`src/design/msb_pkg.sv`:
```
// ----------------------------------------------------------------------------
// Shared stack buffer package
// Sizes, pointer types and operation codes for the multi-stack buffer.
// ----------------------------------------------------------------------------
package msb_pkg;

    // Number of stacks that share the store, and number of slots in the store.
    localparam int unsigned NUM_STACKS = 4;
    localparam int unsigned CAPACITY   = 64;

    // A slot index addresses the memories; a pointer can also hold the null code.
    localparam int unsigned IDX_W = (CAPACITY > 1) ? $clog2(CAPACITY) : 1;
    localparam int unsigned PTR_W = $clog2(CAPACITY + 1);
    localparam int unsigned TOP_W = (NUM_STACKS > 1) ? $clog2(NUM_STACKS) : 1;

    // Fixed field widths of the request and response.
    localparam int unsigned SID_W  = 2;
    localparam int unsigned DATA_W = 32;

    typedef logic [PTR_W-1:0]  t_ptr;
    typedef logic [IDX_W-1:0]  t_idx;
    typedef logic [TOP_W-1:0]  t_top_idx;
    typedef logic [DATA_W-1:0] t_data;

    // The null link is encoded as the value CAPACITY.
    localparam t_ptr NULL_PTR = t_ptr'(CAPACITY);

    // Operation codes carried in the mode field.
    localparam logic MODE_PUSH = 1'b0;
    localparam logic MODE_POP  = 1'b1;

endpackage

```
`src/design/msb_if.sv`:
```
// ----------------------------------------------------------------------------
// Shared stack buffer channels
// Request and response channels with a valid/ready handshake.
// ----------------------------------------------------------------------------
interface msb_req_if;
    logic                               valid;
    logic                               ready;
    logic                               mode;
    logic [msb_pkg::SID_W-1:0]          stack_id;
    logic signed [msb_pkg::DATA_W-1:0]  push_value;

    modport source (output valid, output mode, output stack_id, output push_value,
                    input ready);
    modport sink   (input valid, input mode, input stack_id, input push_value,
                    output ready);
endinterface

interface msb_rsp_if;
    logic                               valid;
    logic                               ready;
    logic                               success;
    logic signed [msb_pkg::DATA_W-1:0]  pop_value;

    modport source (output valid, output success, output pop_value, input ready);
    modport sink   (input valid, input success, input pop_value, output ready);
endinterface

```
`src/design/multi_stack_shared_buffer_unit.sv`:
```
// ----------------------------------------------------------------------------
// Multi-stack shared buffer
// Several LIFO stacks kept in one slot store, with a linked free list.
// ----------------------------------------------------------------------------
// Usage. Requests arrive on i_req: mode selects a push or a pop, stack_id
// names the stack and push_value carries the data of a push. Every request
// produces exactly one response on o_rsp, carrying a success flag and, for a
// successful pop, the popped value (zero otherwise). A push fails when every
// slot is in use; a pop fails when the addressed stack is empty; a failed
// request leaves all state untouched.
// Timing. A request is taken in the idle cycle and its response is loaded
// into the output register at the end of the following cycle, so o_rsp.valid
// rises as the update cycle ends. The block takes no new request while one is
// in its update cycle: the link word of the chosen slot comes from a
// synchronous memory read, and the head pointers can only be updated once
// that word is back.
// Reset clears the stack tops to empty, points the free list at slot zero
// and marks every link word as unwritten, so the initial free chain (slot i
// followed by slot i+1) is supplied without a clearing pass.
// Stalls. A response waits in the output register until o_rsp.ready is seen;
// a new request is taken while that response is being consumed, and the
// block holds i_req.ready low while the register is occupied and unread.
// ----------------------------------------------------------------------------
module multi_stack_shared_buffer_unit (
    input  logic      i_clk,
    input  logic      i_rst_n,
    msb_req_if.sink   i_req,
    msb_rsp_if.source o_rsp
);

    // Two-phase sequencer: take a request and read memory, then update.
    localparam logic S_IDLE = 1'b0;
    localparam logic S_EXEC = 1'b1;

    logic r_state;
    logic n_state;

    // Head pointers.
    msb_pkg::t_ptr r_tops [msb_pkg::NUM_STACKS];
    msb_pkg::t_ptr r_free_head;

    // Slot memories. The link words carry a written flag per slot, so that an
    // unwritten slot reads as its reset link.
    msb_pkg::t_data r_val_mem  [msb_pkg::CAPACITY];
    msb_pkg::t_ptr  r_link_mem [msb_pkg::CAPACITY];
    logic [msb_pkg::CAPACITY-1:0] r_link_vld;

    // Registered read data.
    msb_pkg::t_data r_val_rd;
    msb_pkg::t_ptr  r_link_rd;
    logic           r_link_rd_vld;

    // Request held across the update cycle.
    logic              r_mode;
    logic              r_go;
    msb_pkg::t_ptr     r_slot;
    msb_pkg::t_top_idx r_tidx;
    msb_pkg::t_data    r_push_val;

    // Output register.
    logic           r_out_valid;
    logic           r_out_success;
    msb_pkg::t_data r_out_data;

    logic              req_accept;
    logic              sid_ok;
    msb_pkg::t_top_idx req_tidx;
    msb_pkg::t_ptr     top_sel;
    msb_pkg::t_ptr     slot_sel;
    logic              slot_ok;
    msb_pkg::t_idx     rd_idx;
    msb_pkg::t_idx     wr_idx;
    msb_pkg::t_ptr     link_now;
    logic              do_update;

    assign i_req.ready = (r_state == S_IDLE) && (!r_out_valid || o_rsp.ready);
    assign req_accept  = i_req.valid && i_req.ready;

    // Choose the slot: the free head for a push, the stack top for a pop.
    assign sid_ok   = (32'(i_req.stack_id) < 32'(msb_pkg::NUM_STACKS));
    assign req_tidx = msb_pkg::t_top_idx'(i_req.stack_id);
    assign top_sel  = r_tops[req_tidx];
    assign slot_sel = (i_req.mode == msb_pkg::MODE_POP) ? top_sel : r_free_head;
    assign slot_ok  = (slot_sel < msb_pkg::NULL_PTR);
    assign rd_idx   = slot_sel[msb_pkg::IDX_W-1:0];
    assign wr_idx   = r_slot[msb_pkg::IDX_W-1:0];

    // An unwritten slot still holds its reset link to the next slot; the last
    // slot thereby links to the null code.
    assign link_now  = r_link_rd_vld ? r_link_rd : (r_slot + msb_pkg::t_ptr'(1));
    assign do_update = (r_state == S_EXEC) && r_go;

    always_comb begin
        n_state = r_state;
        unique case (r_state)
            S_IDLE: begin
                if (req_accept) begin
                    n_state = S_EXEC;
                end
            end
            S_EXEC: begin
                n_state = S_IDLE;
            end
            default: begin
                n_state = S_IDLE;
            end
        endcase
    end

    // Memory reads in the accept cycle, writes in the update cycle. The two
    // never touch the same slot in one cycle, as only one request is in flight.
    always_ff @(posedge i_clk) begin
        if (req_accept) begin
            r_val_rd      <= r_val_mem[rd_idx];
            r_link_rd     <= r_link_mem[rd_idx];
            r_link_rd_vld <= r_link_vld[rd_idx];
        end
        if (do_update) begin
            if (r_mode == msb_pkg::MODE_PUSH) begin
                r_val_mem[wr_idx]  <= r_push_val;
                r_link_mem[wr_idx] <= r_tops[r_tidx];
            end else begin
                r_link_mem[wr_idx] <= r_free_head;
            end
        end
    end

    // Request payload held for the update cycle.
    always_ff @(posedge i_clk) begin
        if (req_accept) begin
            r_mode     <= i_req.mode;
            r_go       <= sid_ok && slot_ok;
            r_slot     <= slot_sel;
            r_tidx     <= req_tidx;
            r_push_val <= i_req.push_value;
        end
    end

    // Output payload.
    always_ff @(posedge i_clk) begin
        if (r_state == S_EXEC) begin
            r_out_success <= r_go;
            r_out_data    <= (r_go && (r_mode == msb_pkg::MODE_POP)) ? r_val_rd : '0;
        end
    end

    // Control state.
    always_ff @(posedge i_clk) begin
        if (!i_rst_n) begin
            r_state     <= S_IDLE;
            r_out_valid <= 1'b0;
            r_free_head <= '0;
            r_link_vld  <= '0;
            for (int i = 0; i < int'(msb_pkg::NUM_STACKS); i++) begin
                r_tops[msb_pkg::t_top_idx'(i)] <= msb_pkg::NULL_PTR;
            end
        end else begin
            r_state <= n_state;
            if (r_state == S_EXEC) begin
                r_out_valid <= 1'b1;
            end else if (o_rsp.ready) begin
                r_out_valid <= 1'b0;
            end
            if (do_update) begin
                r_link_vld[wr_idx] <= 1'b1;
                if (r_mode == msb_pkg::MODE_PUSH) begin
                    r_free_head    <= link_now;
                    r_tops[r_tidx] <= r_slot;
                end else begin
                    r_tops[r_tidx] <= link_now;
                    r_free_head    <= r_slot;
                end
            end
        end
    end

    assign o_rsp.valid     = r_out_valid;
    assign o_rsp.success   = r_out_success;
    assign o_rsp.pop_value = r_out_data;

    // ------------------------------------------------------------------------
    // Assertions
    // ------------------------------------------------------------------------
    a_accept_to_exec: assert property (@(posedge i_clk) disable iff (!i_rst_n)
        req_accept |=> (r_state == S_EXEC))
        else $error("accepted request did not enter the update cycle");

    a_exec_one_cycle: assert property (@(posedge i_clk) disable iff (!i_rst_n)
        (r_state == S_EXEC) |=> (r_state == S_IDLE) && r_out_valid)
        else $error("update cycle did not produce a response");

    a_no_accept_in_exec: assert property (@(posedge i_clk) disable iff (!i_rst_n)
        (r_state == S_EXEC) |-> !i_req.ready)
        else $error("request channel ready during the update cycle");

    a_fail_zero_data: assert property (@(posedge i_clk) disable iff (!i_rst_n)
        (r_out_valid && !r_out_success) |-> (r_out_data == '0))
        else $error("failed request returned non-zero data");

endmodule
```
`src/flat_wrapper.sv`:
```
// flat-port wrapper written by rule: the top's interface ports become plain ports
module multi_stack_shared_buffer_unit_flat 
  (i_clk, i_rst_n, i_req_valid, i_req_mode, i_req_stack_id, i_req_push_value, i_req_ready, o_rsp_valid, o_rsp_success, o_rsp_pop_value, o_rsp_ready);
  msb_req_if i_req_i ();
  msb_rsp_if o_rsp_i ();
  input  logic i_clk;
  input  logic i_rst_n;
  input wire logic [$bits(i_req_i.valid)-1:0] i_req_valid;
  input wire logic [$bits(i_req_i.mode)-1:0] i_req_mode;
  input wire logic [$bits(i_req_i.stack_id)-1:0] i_req_stack_id;
  input wire logic [$bits(i_req_i.push_value)-1:0] i_req_push_value;
  output wire logic [$bits(i_req_i.ready)-1:0] i_req_ready;
  output wire logic [$bits(o_rsp_i.valid)-1:0] o_rsp_valid;
  output wire logic [$bits(o_rsp_i.success)-1:0] o_rsp_success;
  output wire logic [$bits(o_rsp_i.pop_value)-1:0] o_rsp_pop_value;
  input wire logic [$bits(o_rsp_i.ready)-1:0] o_rsp_ready;
  assign i_req_i.valid = i_req_valid;
  assign i_req_i.mode = i_req_mode;
  assign i_req_i.stack_id = i_req_stack_id;
  assign i_req_i.push_value = i_req_push_value;
  assign i_req_ready = i_req_i.ready;
  assign o_rsp_valid = o_rsp_i.valid;
  assign o_rsp_success = o_rsp_i.success;
  assign o_rsp_pop_value = o_rsp_i.pop_value;
  assign o_rsp_i.ready = o_rsp_ready;
  multi_stack_shared_buffer_unit u_core (.i_clk(i_clk), .i_rst_n(i_rst_n), .i_req(i_req_i), .o_rsp(o_rsp_i));
endmodule
```
`config.mk`:
```
export PLATFORM = sky130hd
export DESIGN_NAME = multi_stack_shared_buffer_unit_flat
export DESIGN_NICKNAME = d
export VERILOG_FILES = /design/src/design/msb_pkg.sv /design/src/design/msb_if.sv /design/src/design/multi_stack_shared_buffer_unit.sv /design/src/flat_wrapper.sv
export SDC_FILE = /design/constraint.sdc
export NUM_CORES = 2
export LEC_CHECK = 0
export BUFFER_PORTS_ARGS = -buffer_cell sky130_fd_sc_hd__buf_2
export CAP_MARGIN = 0
export CORE_UTILIZATION = 45
export CTS_BUF_LIST = sky130_fd_sc_hd__clkbuf_8
export DETAILED_ROUTE_END_ITERATION = 6
export GPL_TIMING_DRIVEN = 0
export PLACE_DENSITY = 0.66
export SYNTH_ARGS = -nofsm -noshare
export SYNTH_HDL_FRONTEND = slang
export SYNTH_SLANG_ARGS = --single-unit
```
`constraint.sdc`:
```
create_clock -name i_clk -period 11 [get_ports i_clk]
set_clock_uncertainty 0.2 [all_clocks]
set_input_delay 0.55 -clock i_clk [delete_from_list [all_inputs] [get_ports i_clk]]
set_output_delay 0.55 -clock i_clk [all_outputs]
set_load 0.005 [all_outputs]
```
Word-level counts from Yosys, hierarchy flattened
Memories as Yosys holds them, arrays and structs flattened. A register that Yosys moved wholly into a read port is not among the register bits.
Cells that the tools add are included.
W data, S select, Z words.

word-level totals
  memory bits (writable) = 2,524
  input port bits = 39
  memories kept = 3
  bits in registers = 150
  word-level logic and storage cells = 61

cells by class
  bitwise operators = 4
  $add $sub $neg = 1
  reduce and logical (&&, ||, !) cells = 9
  mux-type cells = 28
  order comparisons = 4

memory list
  memory             words  width  rd ports  clocked after Yosys merged registers in  write ports  line                                  RTL
  u_core.r_val_mem   64     32     1         1                                        1            multi_stack_shared_buffer_unit.sv:44  msb_pkg::t_data r_val_mem [msb_pkg::CAPACITY];
  u_core.r_link_mem  64     7      1         1                                        1            multi_stack_shared_buffer_unit.sv:45  msb_pkg::t_ptr r_link_mem [msb_pkg::CAPACITY];
  u_core.r_tops      4      7      2         1                                        4            multi_stack_shared_buffer_unit.sv:39  msb_pkg::t_ptr r_tops [msb_pkg::NUM_STACKS];

operators by type and width
  operator               count
  $or A64 B64 Y64        1
  $mux W7                6
  $mux W1                17
  $lt A6 B7 Y1 const B   2
  $add A7 B1 Y7 const B  1
  $lt A7 B7 Y1 const B   1
  $reduce_or A7 Y1       1
  $bmux W1 S6            1
  $demux W1 S6           1
  $ge A6 B1 Y1 const B   1
  $logic_and A1 B1 Y1    5
  $mux W2                2
  $or A1 B1 Y1           2
  $pmux W1 S2            1
  $reduce_bool A2 Y1     1
  $logic_not A1 Y1       1
  $logic_or A1 B1 Y1     1
  $not A1 Y1             1

Longest topological paths before layout
  depth after elaboration = 7
  mapped depth = 12
  depth with buffers taken out = 8

Worst setup path before layout
No wires, ideal clock.

  kind = register -> register
  start = reg u_core.r_state
  end = mem u_core.r_val_mem[31][0] (netlist name), enable pin
  stages on the path, launching flop included = 4
  data arrival time = 4,661 ps
  data required time = 10,299 ps
  clock period less this slack = 5,362 ps
  setup slack = 5,638 ps
  cell sequence = dfxtp_1 nand2_1 clkbuf_1 nor4_1

on the way
  cells in the longest elaborated chain, start to end = 3

RTL lines
  element                        line                                   RTL
  start, declared                multi_stack_shared_buffer_unit.sv:35   logic r_state;
  start signal, assigned         multi_stack_shared_buffer_unit.sv:158  r_state <= n_state;
  $logic_and A1 B1 Y1            multi_stack_shared_buffer_unit.sv:91   assign do_update = (r_state == S_EXEC) && r_go;
  $mux W1                        multi_stack_shared_buffer_unit.sv:118  if (do_update) begin
  $mux W1 (not written as such)  multi_stack_shared_buffer_unit.sv:120  r_val_mem[wr_idx] <= r_push_val;
  end, declared                  multi_stack_shared_buffer_unit.sv:44

Every way passes these cells.

==> metrics.csv <==
stage,metric,value,unit
run_status,status,finished with violations,
run_status,violations,"DRC, capacitance limit, slew limit",
logic_synthesis,async_reset_ff_share,0,%
grt,grt_pass1_wl,552000,um
critical_path,cp_max_fo,10,
cells_and_area,fill_cells,18400,
cts,clockBufferDepth,4,
grt,track_usage,34.5,%
routing,drtIter0Drc,15000,
logic_synthesis,syn_nets,6910,
pwr,p_sw,5.75,mW
timing,slew_headroom,-15.8,%
critical_path,cp_data_required_time,11640,ps
pwr,p_int,15.8,mW
floorplanning,ios,74,
routing,via_per_inst,6.58,
timing,rsz0062_at_grt,false,
grt,antenna_found_initial,41,
job,drv_cap,22,
logic_synthesis,yosysTopAreaCell,edfxtp_1,
timing,max_freq,0.166,GHz
pwr,power.total,21.6,mW
floorplanning,core,231000,um^2
cells_and_area,fin_area,123000,um^2
cells_and_area,layout.cells.most_common,edfxtp_1,
pwr,power_frac_clock,36.6,%
cts,clock-sinks,2715,
logic_synthesis,yosys_warnings,0,
pwr,p_leak,42.2,nW
logic_synthesis,avgSynthCellArea,15.2,um^2
critical_path,path_class,reg -> reg,
cells_and_area,final_util,53.2,%
logic_synthesis,synth_top_cell_area_share,75.8,%
routing,num_vias,73500,
placed_design,gp_congestion,0.969,
routing,totalWireLength,415000,um
floorplanning,initial_core_util,45.4,%
placed_design,dp_hpwl,293000,um
grt,grt_max_degree,65,
timing,post-route-period-util,54.9,%
logic_synthesis,synth_top_family_by_area,simple AND/OR/NAND/NOR gates,
floorplanning,die_x,484,um
routing,drc,16,
cells_and_area,nets,7840,
pwr,vdd_drop_max,0.139,mV
logic_synthesis,synth_top_flop_cell,edfxtp_1,
cts,path_clk_slew,60,ps
cts,insertion_delay,1140,ps
logic_synthesis,synthesis.area,105000,um^2
cells_and_area,final_cell_mix,"edfxtp_1, nand2_1, mux2i_1",
routing,dr.pass1.iters,7,
critical_path,cp-end-kind,register,
grt,grt-ovfl-total,0,
cts,numCtsBuffers,429,
cts,clockRootBuffer,clkbuf_8,
grt,grt_pass1_vias,67300,
worst_hold_path,hold_class,in -> reg,
floorplanning,die_area,234000,um^2
logic_synthesis,yosys_register_bits,2715,
placed_design,dpl_cell_area,114000,um^2
logic_synthesis,synth_area_leaders,"edfxtp_1, nand2_1, mux2i_1",
pwr,p_sw_share,26.6,%
timing,drv_slew,193,
logic_synthesis,synth_xor_area_share,0.0167,%
timing,finalCriticalPeriod,6030,ps
pwr,pwr-share-seq,53.4,%
timing,finalHoldViolCount,0,
cells_and_area,syn2layout_area_growth,17.2,%
pwr,power.share.combinational,10.0,%
logic_synthesis,synthCells,6870,
logic_synthesis,synth_compound_area_share,6.72,%
logic_synthesis,synth_edf_count,2640,
logic_synthesis,synthSimpleGateAreaFrac,8.98,%
logic_synthesis,yosysSeqAreaShare,77.2,%
logic_synthesis,ys_types,51,
routing,antenna_left,0,
critical_path,worstPathArrival,6670,ps
timing,tightest_slew,1740,ps
critical_path,start_kind,register,
cts,h-tree-depth,5,
logic_synthesis,muxShareOfSynthArea,5.10,%
cts,cts_tree,built,
pwr,p_per_area,176,nW/um^2
floorplanning,die_h,484,um
cells_and_area,multi_input_area,22100,um^2
cells_and_area,drive_gt1_share,15.2,%
floorplanning,num_rows,176,
timing,finalSetupViolCount,0,
cells_and_area,ff_latch_area,80800,um^2
logic_synthesis,synthAdderAreaFrac,0.0120,%
routing,routedWlPerCell,37.1,um
placed_design,port_buffers,72,
[final cells by class]
class                      instances  share of cell area [%]
antenna                           21                  0.0429
inverter                          16                  0.0510
multi-input combinational       3674                    18.1
tap                             3026                    3.09
clock inverter                   312                    1.14
timing repair buffer             499                    5.08
clock buffer                     448                    5.03
sequential                      2715                    65.9
buffer                           465                    1.64
[final timing paths]
kind / slack (ps) / from / depth (start not counted) / to
max: 4970 / u_core.r_tops[2][1] / 9 / u_core.r_val_rd[9]
min: 80 / i_req_push_value[3] / 2 / u_core.r_push_val[3]
max reg2reg: 4970 / u_core.r_tops[2][1] / 9 / u_core.r_val_rd[9]
min reg2reg: 250 / u_core.r_go / 0 / u_core.o_rsp.success
[synth_stat cells, types with 4 or more instances]
cell,instances
and3_1,194
o21a_1,64
mux2_2,13
mux2i_1,494
nand2_1,1631
o21ai_0,18
nand3_1,173
or2_2,7
buf_1,16
buf_2,164
nor3_1,68
nand3b_1,5
o21ai_1,4
edfxtp_1,2640
a32oi_1,480
nand2b_1,6
inv_1,14
nand4_1,40
dfxtp_1,75
nor2_1,101
buf_4,8
clkbuf_1,277
nor2b_1,5
mux4_2,9
a31oi_1,322
[metal layers]
layer / track usage, % / vias up / wire (um)
li1: - / 28400 / -
met3: 13.9 / 1520 / 70600
met1: 44.0 / 36200 / 140000
met4: 25.5 / 38 / 36500
met5: 0.755 / - / 473
met2: 47.2 / 7293 / 167000
[power by group through the flow]
| stage | Clock, mW | Combinational (mW) | Sequential [mW] |
|---|---|---|---|
| after floorplan | 0 | 0.836 | 11.8 |
| after global placement | 0 | 1.72 | 11.9 |
| after detailed placement | 0 | 1.98 | 11.7 |
| after CTS | 7.83 | 2.01 | 11.5 |
| after global routing | 8.26 | 2.12 | 11.5 |
| final | 7.90 | 2.15 | 11.5 |
[critical path, stage by stage (launching register included)]
cell and delay [ps]:
edfxtp_1 370, mux2i_1 80, o221ai_1 980, nor2b_1 240, buf_2 370, buf_2 740, clkbuf_1 1220, a32oi_1 290
a31oi_1 880, nand4_1 310
[per-stage QoR]
| step | hold slack, ps | worst slack (ps) | std cells | setup TNS, ps |
|---|---|---|---|---|
| floorplan | 224 | 5640 | 6870 | 0 |
| global placement | 239 | -163 | 9968 | -4780 |
| detailed placement | 245 | 4930 | 10300 | 0 |
| CTS | 29.1 | 5500 | 11200 | 0 |
| global route | 54.2 | 5400 | 11200 | 0 |
| finish | 81.6 | 4970 | 11200 | 0 |
[state kept, by name, summed over array words and instances, names as in the netlist, named ones only]
register / flops
u_core.o_rsp.valid: 1
u_core.o_rsp.success: 1
u_core.r_link_rd_vld: 1
u_core.r_slot: 7
u_core.r_val_mem: 2048
u_core.r_tops: 28
u_core.r_val_rd: 32
u_core.r_push_val: 32
u_core.r_link_mem: 448
u_core.r_tidx: 2
u_core.r_mode: 1
u_core.r_go: 1
u_core.r_link_vld: 64
u_core.r_state: 1
u_core.o_rsp.pop_value: 32
u_core.r_free_head: 7
u_core.r_link_rd: 7
[kinds of logic after synthesis]
| family | count (synthesis) |
|---|---|
| mux | 519 |
| xor+xnor | 2 |
| compound gates | 912 |
| flops | 2715 |
| buf+inv | 481 |
| simple gates | 2240 |
| fa+ha+maj | 1 |
[timing repair]
action                                  CTS  global route
hold buffers                             72             0
resized for setup                         0             0
hold endpoints to repair                 41             0
setup buffers                             0             0
endpoints found under the setup margin    0             0
(Power assumes the default switching activity.)
